<file path="src/rtl/fbpb_pkg.sv">
// ----------------------------------------------------------------------------
// fbpb_pkg
// Shared types and constants of the projection-back beamformer.
// ----------------------------------------------------------------------------
package fbpb_pkg;

  // Operation codes of an input item.
  localparam logic OpWeight = 1'b0;
  localparam logic OpSample = 1'b1;

  // Configuration register indexes.
  localparam logic [1:0] RegForget  = 2'd0;
  localparam logic [1:0] RegRefChan = 2'd1;
  localparam logic [1:0] RegLowBin  = 2'd2;
  localparam logic [1:0] RegHighBin = 2'd3;

  // Configuration reset values.
  localparam logic [15:0] ForgetReset = 16'd58982;
  localparam logic [2:0]  RefReset    = 3'd0;
  localparam logic [7:0]  LowReset    = 8'd1;
  localparam logic [8:0]  HighReset   = 9'd128;

  // Shared multiplier operand and accumulator widths.
  localparam int MulAW = 26;
  localparam int MulBW = 37;
  localparam int AccW  = 64;

  // Projection-back word: numerator real, numerator imaginary, denominator.
  localparam int PbW = 96;
  localparam logic [PbW-1:0] PbInit = {32'd65536, 32'd0, 32'd65536};

  // Weight word: real over imaginary.
  localparam int WtW = 32;

  typedef enum logic [1:0] {
    MAC_NOP,
    MAC_LOAD,
    MAC_ADD,
    MAC_SUB
  } mac_op_e;

  typedef enum logic [5:0] {
    ST_CLEAR,
    ST_IDLE,
    ST_W1, ST_W2, ST_W3, ST_W4, ST_W5, ST_W6,
    ST_Y,
    ST_M1, ST_M2, ST_M3, ST_M4, ST_M5, ST_M6, ST_M7, ST_M8, ST_M9, ST_M10,
    ST_M11, ST_M12, ST_M13, ST_M14, ST_M15, ST_M16, ST_M17, ST_M18, ST_M19,
    ST_M20,
    ST_DIV_RE,
    ST_DIV_IM,
    ST_EMIT
  } state_e;

endpackage

</file>
<file path="src/rtl/fbpb_mac.sv">
// ----------------------------------------------------------------------------
// fbpb_mac
// Shared signed multiplier with a registered product and an accumulator.
// ----------------------------------------------------------------------------
module fbpb_mac
  import fbpb_pkg::*;
(
  input  logic                    clk_i,
  input  logic                    rst_ni,
  input  logic signed [MulAW-1:0] a_i,
  input  logic signed [MulBW-1:0] b_i,
  input  mac_op_e                 op_i,
  output logic signed [AccW-1:0]  acc_o
);

  logic signed [MulAW+MulBW-1:0] prod;
  logic signed [AccW-1:0]        prod_q;
  logic signed [AccW-1:0]        acc_q;
  mac_op_e                       op_q;

  // Full-width product of the two operands.
  assign prod = a_i * b_i;

  // The product is registered before it reaches the accumulator.
  always_ff @(posedge clk_i) begin
    prod_q <= AccW'(prod);
  end

  always_ff @(posedge clk_i or negedge rst_ni) begin
    if (!rst_ni) begin
      op_q <= MAC_NOP;
    end else begin
      op_q <= op_i;
    end
  end

  // Accumulate the registered product under the registered operation.
  always_ff @(posedge clk_i) begin
    case (op_q)
      MAC_LOAD: acc_q <= prod_q;
      MAC_ADD:  acc_q <= acc_q + prod_q;
      MAC_SUB:  acc_q <= acc_q - prod_q;
      default:  acc_q <= acc_q;
    endcase
  end

  assign acc_o = acc_q;

endmodule

</file>
<file path="config.mk">
export PLATFORM = sky130hd
export DESIGN_NAME = fbpb_mac
export DESIGN_NICKNAME = d
export VERILOG_FILES = /design/src/rtl/fbpb_pkg.sv /design/src/rtl/fbpb_mac.sv
export SDC_FILE = /design/constraint.sdc
export NUM_CORES = 2
export LEC_CHECK = 0
export BUFFER_PORTS_ARGS = -buffer_cell sky130_fd_sc_hd__buf_2
export CORE_AREA = 2 2 268 270
export DETAILED_ROUTE_END_ITERATION = 8
export DIE_AREA = 0 0 270 272
export PLACE_DENSITY = 0.81
export SLEW_MARGIN = 20
export SYNTH_ARGS = -nofsm -noshare
export SYNTH_HDL_FRONTEND = slang
export SYNTH_SLANG_ARGS = --single-unit
</file>
<file path="constraint.sdc">
create_clock -name clk_i -period 5.3 [get_ports clk_i]
set_input_delay 0 -clock clk_i [delete_from_list [all_inputs] [get_ports clk_i]]
set_output_delay 0 -clock clk_i [all_outputs]
set_load 0.01 [all_outputs]
</file>
==> results.md <==
| Step | Parameter | Value |
| --- | --- | --- |
| sta | Slew of the pin with the lowest slew margin | 0.964 ns |
| layout | Fill cells | 4395 |
| drt | Number of DRC markers after the initial detailed-route iteration | 4277 |
| layout | Final Non-Filler Cells | 6034 |
| drt | Number of iterations in the first detailed-routing pass | 7 |
| cts | Clk slew on worst S/H paths | 0.06 ns |
| logic synthesis | YS warnings | 0 |
| logic synthesis | Area share of the largest cell type after synthesis | 0.465 |
| logic synthesis | Number of synthesized flops with an enable pin | 64 |
| logic synthesis | Mean instance size in the synthesized netlist | 9.19 sq um |
| cts | Root cell of the clock tree | sky130_fd_sc_hd__clkbuf_16 |
| drt | Drt wl/cell | 23.8 um |
| grt | Initial antenna violation count | 2 |
| logic synthesis | Async set-reset flop share out of synthesis | 0.0155 |
| cts | Clock tree from TritonCTS | built |
| floorplanning | Initial core utilization | 0.593 |
| sta | Unrepaired setup endpoints after global routing | true |
| layout | Share of cells above drive strength 1 | 0.231 |
| place | Count of input and output buffers | 130 |
| place | Number of instances in the placed design | 5884 |
| logic synthesis | Most used standard cells in the synthesized netlist | sky130_fd_sc_hd__inv_1, sky130_fd_sc_hd__fa_1, sky130_fd_sc_hd__nand2_1, sky130_fd_sc_hd__and2_1, sky130_fd_sc_hd__ha_1 |
| drt | Wire length reported by the detailed router | 144000 um |
| place | Placer congestion estimate | 1.02 |
| sta | Number of hold violations in the final report | 0 |
| outcome | Result of the run | finished, violations left |
| layout | Final net count | 6344 |
| hold path | Worst hold-check path type | in -> reg |
| place | Placement Cell Area | 0.0471 sq mm |
| logic synthesis | Post-synthesis share of cell area spent on full adders, half adders and majority gates | 0.534 |
| grt | Gr ovfl total | 0 |
| floorplanning | Number of cell rows | 98 |
| logic synthesis | Fraction of the yosys area taken by sequential cells | 0.0771 |
| sta | Max-slew violation total from the final report | 0 |
| setup path | Source of the worst register-to-register timing path | prod_q[10] |
| logic synthesis | Most common cell in the netlist | sky130_fd_sc_hd__inv_1 |
| grt | Largest net degree at the start of global routing | 65 |
| grt | Number of global-route vias before repair | 39100 |
| floorplanning | Core footprint | 0.0708 sq mm |
| hold path | Terminating pin of the worst hold path | prod_q[1] |
| cts | Deepest clock path buffer count | 2 |
| cts | TritonCTS Buffers | 17 |
| setup path | Setup slack on the worst flop-to-flop path | 0.15 ns |
| layout | Post-Route Utilization | 0.720 |
| logic synthesis | Fraction of synthesized area in multiplexers | 0.0134 |
| sta | Final period demand of the worst path | 7.05 ns |
| outcome | Violations in the final reports | setup timing |
| floorplanning | Die Ht | 272 um |
| logic synthesis | Flip-flop and latch count after synthesis | 129 |
| setup path | CP Capture Type | flop |
| sta | Upper clock frequency limit | 142 MHz |
| setup path | Worst setup path class | in -> reg |
| logic synthesis | Xor/xnor share of the synthesized area | 0.0397 |
| setup path | Maximum net fanout on the critical path | 6 |
| floorplanning | Horiz. Die Dim | 270 um |
| logic synthesis | Synthesized area | 0.0420 sq mm |
| setup path | Endpoint required time on the critical path | 5.67 ns |
| sta | Fin Clk Skew | 0.0131 ns |
| setup path | Startpoint type of the worst setup path | input port |
| cts | Number of H-tree levels | 4 |
| hold path | Cell count of the worst hold path | 3 |
| logic synthesis | Main combinational cell family by area after synthesis | adder cells |
| sta | Setup violation total in the final timing report | 46 |
| logic synthesis | Total nets after synthesis | 5839 |
| logic synthesis | Post-synthesis cell type count | 86 |
| setup path | Cell depth of the worst flop-to-flop path | 21 |
| setup path | Worst r2r dst | acc_o[63] |
| grt | Overall track demand over capacity in global routing | 0.365 |
| logic synthesis | Most used flip-flop cell after synthesis | sky130_fd_sc_hd__edfxtp_1 |
| job | Total of max-cap violations | 0 |
| place | Post-detail-place hpwl | 101000 um |
| logic synthesis | Cells taking the most area after synthesis | sky130_fd_sc_hd__fa_1, sky130_fd_sc_hd__inv_1, sky130_fd_sc_hd__ha_1, sky130_fd_sc_hd__and2_1, sky130_fd_sc_hd__nand2_1 |
| logic synthesis | Largest area contributor in the synthesized netlist | sky130_fd_sc_hd__fa_1 |
| logic synthesis | Compound-Gate Fraction of Synth Area | 0.0717 |
| sta | Post-route worst setup slack | -1.75 ns |
| cts | Clock tree sinks | 129 |
| drt | Final ANT Viol Nets | 0 |
| grt | Global-route wire length before repair | 209000 um |
| layout | Storage element area | 0.00323 sq mm |
| layout | Final design area excluding fillers | 0.0510 sq mm |
| layout | Multi-input gate area | 0.0360 sq mm |
| floorplanning | Number of primary I/O pins | 131 |
| logic synthesis | Simple-gate share of the synthesized area | 0.154 |
| drt | Avg Vias per Cell | 6.08 |
| setup path | Data arrival time of the critical path | 7.42 ns |
| drt | Number of vias after detailed routing | 36700 |
| cts | Clock latency at the later pin of the worst-skew pair | 0.44 ns |
| floorplanning | Die Area | 0.0734 sq mm |
| hold path | Beginning of the worst hold path | b_i[0] |
| sta | Ratio of final minimum period to clock period | 1.33 |
| logic synthesis | Post-synthesis cell count | 4565 |
| sta | Max-slew headroom at the worst pin | 0.357 |
| layout | Area growth from synthesis to layout | 21.5% |
| drt | Number of DRC violations after detailed routing | 0 |
-- critical path: stages --
cell and delay (ns):
sky130_fd_sc_hd__buf_12 0.11, sky130_fd_sc_hd__buf_12 0.16, sky130_fd_sc_hd__buf_6 0.14, sky130_fd_sc_hd__nand2_1 0.21, sky130_fd_sc_hd__fa_1 0.64, sky130_fd_sc_hd__inv_2 0.06, sky130_fd_sc_hd__fa_1 0.53, sky130_fd_sc_hd__inv_1 0.07
sky130_fd_sc_hd__fa_2 0.34, sky130_fd_sc_hd__fa_1 0.56, sky130_fd_sc_hd__inv_1 0.08, sky130_fd_sc_hd__fa_1 0.65, sky130_fd_sc_hd__fa_1 0.60, sky130_fd_sc_hd__inv_1 0.10, sky130_fd_sc_hd__fa_1 0.52, sky130_fd_sc_hd__inv_1 0.08
sky130_fd_sc_hd__ha_4 0.30, sky130_fd_sc_hd__and3_4 0.22, sky130_fd_sc_hd__buf_4 0.14, sky130_fd_sc_hd__a21oi_1 0.09, sky130_fd_sc_hd__nor3_1 0.26, sky130_fd_sc_hd__o41a_1 0.34, sky130_fd_sc_hd__o21ai_4 0.11, sky130_fd_sc_hd__o311ai_4 0.27
sky130_fd_sc_hd__a41o_1 0.31, sky130_fd_sc_hd__nand2_2 0.11, sky130_fd_sc_hd__a211oi_2 0.25, sky130_fd_sc_hd__xor2_1 0.15
-- sequential cells by signal, summed over array words and instances, names as in the netlist --
| name | count |
|---|---|
| acc_o | 64 |
| op_q | 2 |
| prod_q | 63 |
-- cell families after synthesis --
logic type / count (synthesis)
flops: 129
simple gates: 1317
fa+ha+maj: 1207
mux: 50
xor+xnor: 190
compound gates: 453
buf+inv: 1219
-- worst max-delay path by stage --
stage / cells past startpoint / startpoint / endpoint
global route: 26 / a_i[9] / prod_q[61]
detailed placement: 24 / a_i[11] / prod_q[61]
CTS: 24 / b_i[13] / prod_q[61]
finish: 28 / a_i[6] / prod_q[61]
floorplan: 26 / a_i[3] / prod_q[61]
global placement: 24 / a_i[11] / prod_q[61]
-- placed cells by master (no fill, tap or decap), types with 18 or more instances in the layout --
| cell | instances |
|---|---|
| sky130_fd_sc_hd__inv_1 | 930 |
| sky130_fd_sc_hd__fa_1 | 926 |
| sky130_fd_sc_hd__nand2_1 | 564 |
| sky130_fd_sc_hd__buf_4 | 460 |
| sky130_fd_sc_hd__and2_1 | 402 |
| sky130_fd_sc_hd__ha_1 | 197 |
| sky130_fd_sc_hd__a21oi_1 | 111 |
| sky130_fd_sc_hd__xnor2_1 | 102 |
| sky130_fd_sc_hd__nor2_1 | 98 |
| sky130_fd_sc_hd__buf_6 | 90 |
| sky130_fd_sc_hd__buf_2 | 77 |
| sky130_fd_sc_hd__xor2_1 | 71 |
| sky130_fd_sc_hd__inv_2 | 67 |
| sky130_fd_sc_hd__a21o_1 | 66 |
| sky130_fd_sc_hd__edfxtp_1 | 64 |
| sky130_fd_sc_hd__dfxtp_1 | 63 |
| sky130_fd_sc_hd__o21ai_0 | 54 |
| sky130_fd_sc_hd__fa_2 | 49 |
| sky130_fd_sc_hd__mux2_2 | 48 |
| sky130_fd_sc_hd__buf_12 | 45 |
| sky130_fd_sc_hd__nand2_2 | 33 |
| sky130_fd_sc_hd__nand4_1 | 32 |
| sky130_fd_sc_hd__ha_4 | 32 |
| sky130_fd_sc_hd__a21oi_2 | 28 |
| sky130_fd_sc_hd__nand2_4 | 26 |
| sky130_fd_sc_hd__nand3_1 | 23 |
| sky130_fd_sc_hd__clkbuf_16 | 20 |
| sky130_fd_sc_hd__buf_8 | 20 |
| sky130_fd_sc_hd__nor3_1 | 19 |
| sky130_fd_sc_hd__o21bai_1 | 18 |
-- layout make-up --
cell class                      instances  share of cell area
Inverter                              999              0.0737
Clock inverter                         12             0.00187
Tap cell                              950              0.0233
Multi-Input combinational cell       3217               0.706
Timing Repair Buffer                  706               0.122
Clock buffer                           20             0.00982
Sequential cell                       129              0.0635
Antenna cell                            1           0.0000491
-- stage by stage --
stage | hold WS (ns) | setup slack, ns | setup TNS, ns
2_1_floorplan | -0.296 | -0.944 | -18.89
4_1_cts | 0.177 | -0.870 | -20.17
3_5_place_dp | -0.210 | -1.71 | -54.02
6_report | 0.186 | -1.75 | -51.68
3_3_place_gp | -0.216 | -1.55 | -49.76
5_1_grt | 0.194 | -1.84 | -53.00
-- layer usage --
metal	track usage	up-vias	wire (um)
met2	0.587	3076	64600
met3	0.0827	908	19100
met5	0	-	12
met1	0.467	18000	49000
met4	0.184	2	11100
li1	-	14700	-
-- repair_timing --
item                       4_1_cts  5_1_grt
pin swaps                      173      189
cloned                           4        0
gates resized for setup        342      254
hold buffers                     5        0
setup endpoints to repair       46       55
buffers inserted                69       63
hold endpoints to repair         5        0
Power is left out: the tool's default activity adds up to more than one toggle a clock period on the data nets, which glitch-free logic cannot reach.
