## config.mk

```make
export PLATFORM = sky130hd
export DESIGN_NAME = fbpb_div
export DESIGN_NICKNAME = d
export VERILOG_FILES = /design/src/rtl/fbpb_div.sv
export SDC_FILE = /design/constraint.sdc
export NUM_CORES = 1
export LEC_CHECK = 0
export ABC_CLOCK_PERIOD_IN_PS = 10200
export BUFFER_PORTS_ARGS = -buffer_cell sky130_fd_sc_hd__buf_2
export CAP_MARGIN = 0
export CORE_UTILIZATION = 65
export CTS_CLUSTER_DIAMETER = 200
export DETAILED_ROUTE_END_ITERATION = 7
export GPL_TIMING_DRIVEN = 0
export PLACE_DENSITY = 0.82
export REMOVE_ABC_BUFFERS = 1
export SYNTH_ARGS = -nofsm -noshare
export SYNTH_HDL_FRONTEND = slang
export SYNTH_SLANG_ARGS = --single-unit
```

## constraint.sdc

```tcl
create_clock -name clk_i -period 10.2 [get_ports clk_i]
set_input_delay 2.04 -clock clk_i [delete_from_list [all_inputs] [get_ports clk_i]]
set_output_delay 2.04 -clock clk_i [all_outputs]
set_load 0.02 [all_outputs]
```

## src/rtl/fbpb_div.sv

```systemverilog
// ----------------------------------------------------------------------------
// fbpb_div
// Serial divider for the output scaling: rounded, saturated 16-bit quotient.
// ----------------------------------------------------------------------------
module fbpb_div (
  input  logic               clk_i,
  input  logic               rst_ni,
  input  logic               start_i,
  input  logic signed [63:0] num_i,
  input  logic [31:0]        den_i,
  output logic               done_o,
  output logic [15:0]        quot_o,
  output logic               clip_o
);

  logic        neg;
  logic [63:0] mag;
  logic [63:0] nsum;
  logic [63:0] lim;
  logic        clip;

  logic        busy_q;
  logic        done_q;
  logic        neg_q;
  logic        clip_q;
  logic [3:0]  cnt_q;
  logic [47:0] rem_q;
  logic [47:0] dsr_q;
  logic [15:0] q_q;

  // Magnitude plus half the divisor, and the clipping bound.
  always_comb begin
    neg  = num_i[63];
    mag  = neg ? 64'(-num_i) : 64'(num_i);
    nsum = mag + {33'd0, den_i[31:1]};
    lim  = ({32'd0, den_i} << 15) + (neg ? {32'd0, den_i} : 64'd0);
    clip = (nsum >= lim);
  end

  always_ff @(posedge clk_i or negedge rst_ni) begin
    if (!rst_ni) begin
      busy_q <= 1'b0;
      done_q <= 1'b0;
      cnt_q  <= '0;
    end else begin
      done_q <= 1'b0;
      if (start_i) begin
        if (clip) begin
          done_q <= 1'b1;
        end else begin
          busy_q <= 1'b1;
          cnt_q  <= 4'd15;
        end
      end else if (busy_q) begin
        if (cnt_q == 4'd0) begin
          busy_q <= 1'b0;
          done_q <= 1'b1;
        end else begin
          cnt_q <= cnt_q - 4'd1;
        end
      end
    end
  end

  // One quotient bit per cycle by restoring division.
  always_ff @(posedge clk_i) begin
    if (start_i) begin
      neg_q  <= neg;
      clip_q <= clip;
      rem_q  <= nsum[47:0];
      dsr_q  <= {1'b0, den_i, 15'd0};
      if (clip) begin
        q_q <= neg ? 16'h8000 : 16'h7fff;
      end else begin
        q_q <= '0;
      end
    end else if (busy_q) begin
      if (rem_q >= dsr_q) begin
        rem_q <= rem_q - dsr_q;
        q_q   <= {q_q[14:0], 1'b1};
      end else begin
        q_q <= {q_q[14:0], 1'b0};
      end
      dsr_q <= dsr_q >> 1;
    end
  end

  assign done_o = done_q;
  assign quot_o = neg_q ? 16'(-q_q) : q_q;
  assign clip_o = clip_q;

endmodule

```

==> results <==
- The number of antenna violations at the first check in global routing is 0.
- The fraction of the mapped netlist area in compound gates came to 0.2206.
- The capturing instance or port of the critical path is q_q[15].
- Yosys mapped a number of flops with a built-in enable equal to 98.
- Clock latency on the worst-skew pair, taken at its later pin, is 430 ps.
- The die span in x is between 100 and 150 um.
- In the final design database the tool counted 2063 nets.
- The share of synthesized flip-flops with an asynchronous set or reset is 0.05042.
- The number of CTS-inserted buffers is 17.
- The routed layout has 13520 vias.
- The detail route stage leaves a number of antenna-violating nets equal to 0.
- Across every metal layer, demand over resource in global routing totals 0.3612.
- The number of buffers and inverters on the critical path is 1.
- The critical path in this run is classified as in -> reg.
- For the worst setup path, the data required time is 10320 ps.
- The sequential-to-total area share from yosys stat is 0.2431.
- Of the total synthesized cell area, the portion taken by full adders, half adders and majority gates is 0.1351.
- The maximum vdd ir drop is 0.0001063 V.
- Summing internal, switching and leakage power gives 0.003129 W.
- STA classifies the critical path startpoint as an input pin.
- The die covers 22070 sq um.
- The sum of negative setup slack is 0 ps.
- In this run the tightest slew margin relative to its limit is 0.1289.
- The worst register-to-register path has a depth of 15.
- For this run, design rule violations remaining after detail routing come to 0.
- The first detailed-routing pass ran for 5 iterations.
- The register-to-register setup slack is 5750 ps.
- The kind of end point of the critical path is a flop.
- The count of different cell masters after synthesis is 74.
- The number of slew-limit violations in the final report is 0.
- The share of synthesized area spent on multiplexers is 0.01846.
- The number of cells in the finished layout apart from fillers is 2104.
- The slowest stage of the critical path belongs to the cell sky130_fd_sc_hd__nor4_2.
- The maximum number of pins on one net before global-route repair is 162.
- The maximum operating frequency is 104.5 MHz.
- The launch instance of the worst register-to-register path is rem_q[0].
- Synthesis inferred 119 register bits.
- Dividing the final minimum period by the clock period gives 0.9378.
- Pin placement for this block handled 117 I/O pins.
- After clock tree synthesis, the setup repair step added 0 buffers.
- For this configuration, the core starts out at a cell density of 0.6641.
- The final number of hold-violating endpoints was 0.
- The wire-length estimate of the detail-placed layout is 30250 um.
- The flow ran to the end, and the final reports show no timing, DRC or antenna violations.
- In this run the static leakage power is ~6.5 nW.
- The setup clock skew after layout is 17.22 ps.
- The initial DRC count is roughly 1400.
- The power per cell area is 204.4 nW/um^2.
- Tracing the worst setup path back leads to its startpoint at num_i[4].
- For the pin with the worst max-slew slack, the measured transition is roughly 1300 ps.
- The via count of the first global-routing pass came to 12260.
- The path class of the tightest hold or removal check is reg -> reg.
- The CTS tree is yes.
- The critical path data arrival time is 9680 ps.
- The biggest cell delay along the critical path is 560 ps.
- The routability congestion estimate from global placement is 0.9349.
- The root buffer cell chosen for the clock tree is sky130_fd_sc_hd__clkbuf_16.
- The cell total after placement is 2071.
- The floorplan has 53 rows.
- Of the total synthesized cell area, the portion taken by AND, OR, NAND and NOR gates is 0.2168.
- The count of buffers from port buffering is 116.
- The number of setup violations in the final report is 0.
- The first global-routing pass estimated 62510 um of wire.
- The count of warnings emitted by yosys is 0.
- After synthesis, the largest family of logic cells by area is compound AO/OA/AOI/OAI gates.
- The maximum level of the CTS H-tree is 4.
- The count of max-cap constraint violations is 0.
- The die is 148.6 um tall.
- The clock drives 119 sinks.
- The routed wirelength normalized by instance count is 18.88 um.
- The netlist area before placement is 13960 sq um.
- Among cell families on the critical path, the largest total delay comes from simple AND/OR/NAND/NOR gates.
- The clock passes through at most 2 buffers.
- Global routing finished with a remaining overflow of 0.
- The final critical delay including setup and external delays is 9566 ps.
- The xor and xnor fraction of the mapped netlist area is 0.1205.
- Clock-pin slew was measured on the worst setup and hold paths at 50 ps.
- After detailed routing, the number of vias per cell comes to 6.424.
- Setup repair after global routing left no endpoint under its margin.
- Counting buffers and inverters, the worst setup path is 30 cells deep.
- Summed over all layers, the routed wires come to 39730 um.
- Along the worst path, the maximum fanout reaches 20.
- The share of layout cells above drive strength 1 is 0.1001.
- The gate count of the mapped netlist is 1745.
- The floorplan core area is 21020 sq um.
- The area growth from synthesis to layout is 9.643%.
- The mean post-synth cell area is 8.001 sq um.
- Among all flip-flop cells after synthesis, the most frequent one is sky130_fd_sc_hd__edfxtp_1.
- The endpoint identified for the worst register-to-register timing path is rem_q[20].
-- cell usage after synthesis (6+ instances only) --
master                     number  area (sq um)
sky130_fd_sc_hd__xnor2_1      119          1042
sky130_fd_sc_hd__a21oi_1       90         450.4
sky130_fd_sc_hd__or3_1         16         100.1
sky130_fd_sc_hd__buf_1         11         41.29
sky130_fd_sc_hd__xor2_1        73         639.4
sky130_fd_sc_hd__nor4_1        35         219.0
sky130_fd_sc_hd__o211ai_1       6         45.04
sky130_fd_sc_hd__nor2_1       115         431.7
sky130_fd_sc_hd__edfxtp_1      98          2943
sky130_fd_sc_hd__o21ai_0      153         765.7
sky130_fd_sc_hd__or4_1         14         105.1
sky130_fd_sc_hd__nand2b_1      30         187.7
sky130_fd_sc_hd__nand3b_1       6         45.04
sky130_fd_sc_hd__nand3_1       31         155.2
sky130_fd_sc_hd__and2_1        24         150.1
sky130_fd_sc_hd__or2_2          9         56.30
sky130_fd_sc_hd__a21o_1        66         495.5
sky130_fd_sc_hd__ha_1         146          1827
sky130_fd_sc_hd__and3_1        15         93.84
sky130_fd_sc_hd__o21bai_1      14         105.1
sky130_fd_sc_hd__nor3_1        49         245.2
sky130_fd_sc_hd__nor2b_1       14         87.58
sky130_fd_sc_hd__inv_1         92         345.3
sky130_fd_sc_hd__nand4_1       32         200.2
sky130_fd_sc_hd__dfrtp_1        6         150.1
sky130_fd_sc_hd__nand2_1      206         773.2
sky130_fd_sc_hd__clkbuf_1      51         191.4
sky130_fd_sc_hd__mux2_2         6         67.56
sky130_fd_sc_hd__o31ai_1       23         172.7
sky130_fd_sc_hd__dfxtp_1       15         300.3
sky130_fd_sc_hd__mux2i_1       19         190.2
sky130_fd_sc_hd__a31oi_1       21         131.4
sky130_fd_sc_hd__o21a_1        22         165.2
sky130_fd_sc_hd__o41ai_1       22         192.7
sky130_fd_sc_hd__a211oi_1      19         142.6
-- state kept, by name, summed over array words and instances, names as in the netlist --
name and flops:
busy_q 1, dsr_q 47, rem_q 48, q_q 16, clip_o 1, done_o 1, neg_q 1, cnt_q 4
-- worst reg2reg max path: stages (launching register included) --
cell	delay [ps]
sky130_fd_sc_hd__edfxtp_1	320
sky130_fd_sc_hd__inv_1	40
sky130_fd_sc_hd__ha_1	210
sky130_fd_sc_hd__fa_1	410
sky130_fd_sc_hd__nor2b_1	140
sky130_fd_sc_hd__o21a_1	150
sky130_fd_sc_hd__o21ai_0	160
sky130_fd_sc_hd__a311oi_1	490
sky130_fd_sc_hd__o21ai_0	240
sky130_fd_sc_hd__o221ai_1	510
sky130_fd_sc_hd__nand2_1	130
sky130_fd_sc_hd__nand3_1	230
sky130_fd_sc_hd__a22oi_1	180
sky130_fd_sc_hd__nand3_1	130
sky130_fd_sc_hd__a21o_2	490
sky130_fd_sc_hd__buf_12	280
-- per-layer routing --
layer / track usage / part of all wire / vias to the layer above
met3: 0.06288 / 0.089 / 87
met2: 0.5633 / 0.44 / 615
li1: - / - / 6533
met5: 0 / 0 / -
met1: 0.4964 / 0.44 / 6282
met4: 0.1397 / 0.035 / 0
-- cell type report --
| cell class | count | area, sq um |
|---|---|---|
| Antenna cell | 1 | 2.502 |
| Clock buffer | 21 | 440.4 |
| Clock inverter | 11 | 156.4 |
| Fill cell | 1650 | 5714 |
| Inverter | 92 | 345.3 |
| Multi-Input combinational cell | 1465 | 9962 |
| Sequential cell | 119 | 3395 |
| Tap cell | 275 | 344.1 |
| Timing Repair Buffer | 120 | 661.9 |
-- through the flow --
step / utilization / setup slack, ps / hold slack (ps) / cell area (sq um)
floorplan: - / 1108 / 464.7 / 13670
global placement: 0.6944 / -833.0 / 481.9 / 14600
detailed placement: 0.6984 / -847.6 / 510.5 / 14680
CTS: 0.7272 / 275.9 / 525.3 / 15290
global route: 0.7281 / 95.59 / 543.8 / 15300
finish: 0.7282 / 634.2 / 524.8 / 15310
-- worst min path at each step --
stage                   from  cells after the start  slack (ps)  endpoint
finish              dsr_q[8]                      2         520  dsr_q[8]
global route        dsr_q[8]                      2         540  dsr_q[8]
CTS                 dsr_q[0]                      2         530  dsr_q[0]
detailed placement  dsr_q[0]                      2         510  dsr_q[0]
global placement    dsr_q[0]                      2         480  dsr_q[0]
floorplan           dsr_q[0]                      2         460  dsr_q[0]
-- cells in the final DEF, fill, tap and decap left out, types with 14 or more instances in the layout --
| master | Yosys | routed |
|---|---|---|
| sky130_fd_sc_hd__a211oi_1 | 19 | 19 |
| sky130_fd_sc_hd__a21o_1 | 66 | 65 |
| sky130_fd_sc_hd__a21oi_1 | 90 | 90 |
| sky130_fd_sc_hd__a31oi_1 | 21 | 21 |
| sky130_fd_sc_hd__and2_1 | 24 | 24 |
| sky130_fd_sc_hd__and3_1 | 15 | 14 |
| sky130_fd_sc_hd__buf_2 | 2 | 115 |
| sky130_fd_sc_hd__clkbuf_16 | 0 | 17 |
| sky130_fd_sc_hd__dfxtp_1 | 15 | 15 |
| sky130_fd_sc_hd__edfxtp_1 | 98 | 98 |
| sky130_fd_sc_hd__ha_1 | 146 | 146 |
| sky130_fd_sc_hd__inv_1 | 92 | 92 |
| sky130_fd_sc_hd__mux2i_1 | 19 | 19 |
| sky130_fd_sc_hd__nand2_1 | 206 | 205 |
| sky130_fd_sc_hd__nand2b_1 | 30 | 30 |
| sky130_fd_sc_hd__nand3_1 | 31 | 31 |
| sky130_fd_sc_hd__nand4_1 | 32 | 32 |
| sky130_fd_sc_hd__nor2_1 | 115 | 115 |
| sky130_fd_sc_hd__nor2b_1 | 14 | 14 |
| sky130_fd_sc_hd__nor3_1 | 49 | 49 |
| sky130_fd_sc_hd__nor4_1 | 35 | 33 |
| sky130_fd_sc_hd__o21a_1 | 22 | 22 |
| sky130_fd_sc_hd__o21ai_0 | 153 | 153 |
| sky130_fd_sc_hd__o21bai_1 | 14 | 14 |
| sky130_fd_sc_hd__o31ai_1 | 23 | 23 |
| sky130_fd_sc_hd__o41ai_1 | 22 | 21 |
| sky130_fd_sc_hd__or3_1 | 16 | 16 |
| sky130_fd_sc_hd__or4_1 | 14 | 14 |
| sky130_fd_sc_hd__xnor2_1 | 119 | 119 |
| sky130_fd_sc_hd__xor2_1 | 73 | 73 |
-- repair_timing --
item                                    4_1_cts  5_1_grt
pin swaps                                     0        0
endpoints found under the setup margin       20       21
hold buffers                                  0        0
gates resized for setup                       3        3
hold endpoints to repair                      0        0
-- cell families (layout without fill, tap and decap cells) --
family | count (synthesis) | count (layout)
buf+inv | 161 | 244
fa+ha+maj | 149 | 149
compound gates | 484 | 484
mux | 25 | 25
xor+xnor | 192 | 192
other cells | 0 | 1
simple gates | 615 | 615
flops | 119 | 119
-- power breakdown --
part,switching (W),internal (W),total [W]
clock network,0.000217,0.000405,0.000623
registers,0.0000600,0.000709,0.000769
logic,0.00103,0.000711,0.00174
total,0.00130,0.00183,0.00313
(Power assumes the default switching activity.)
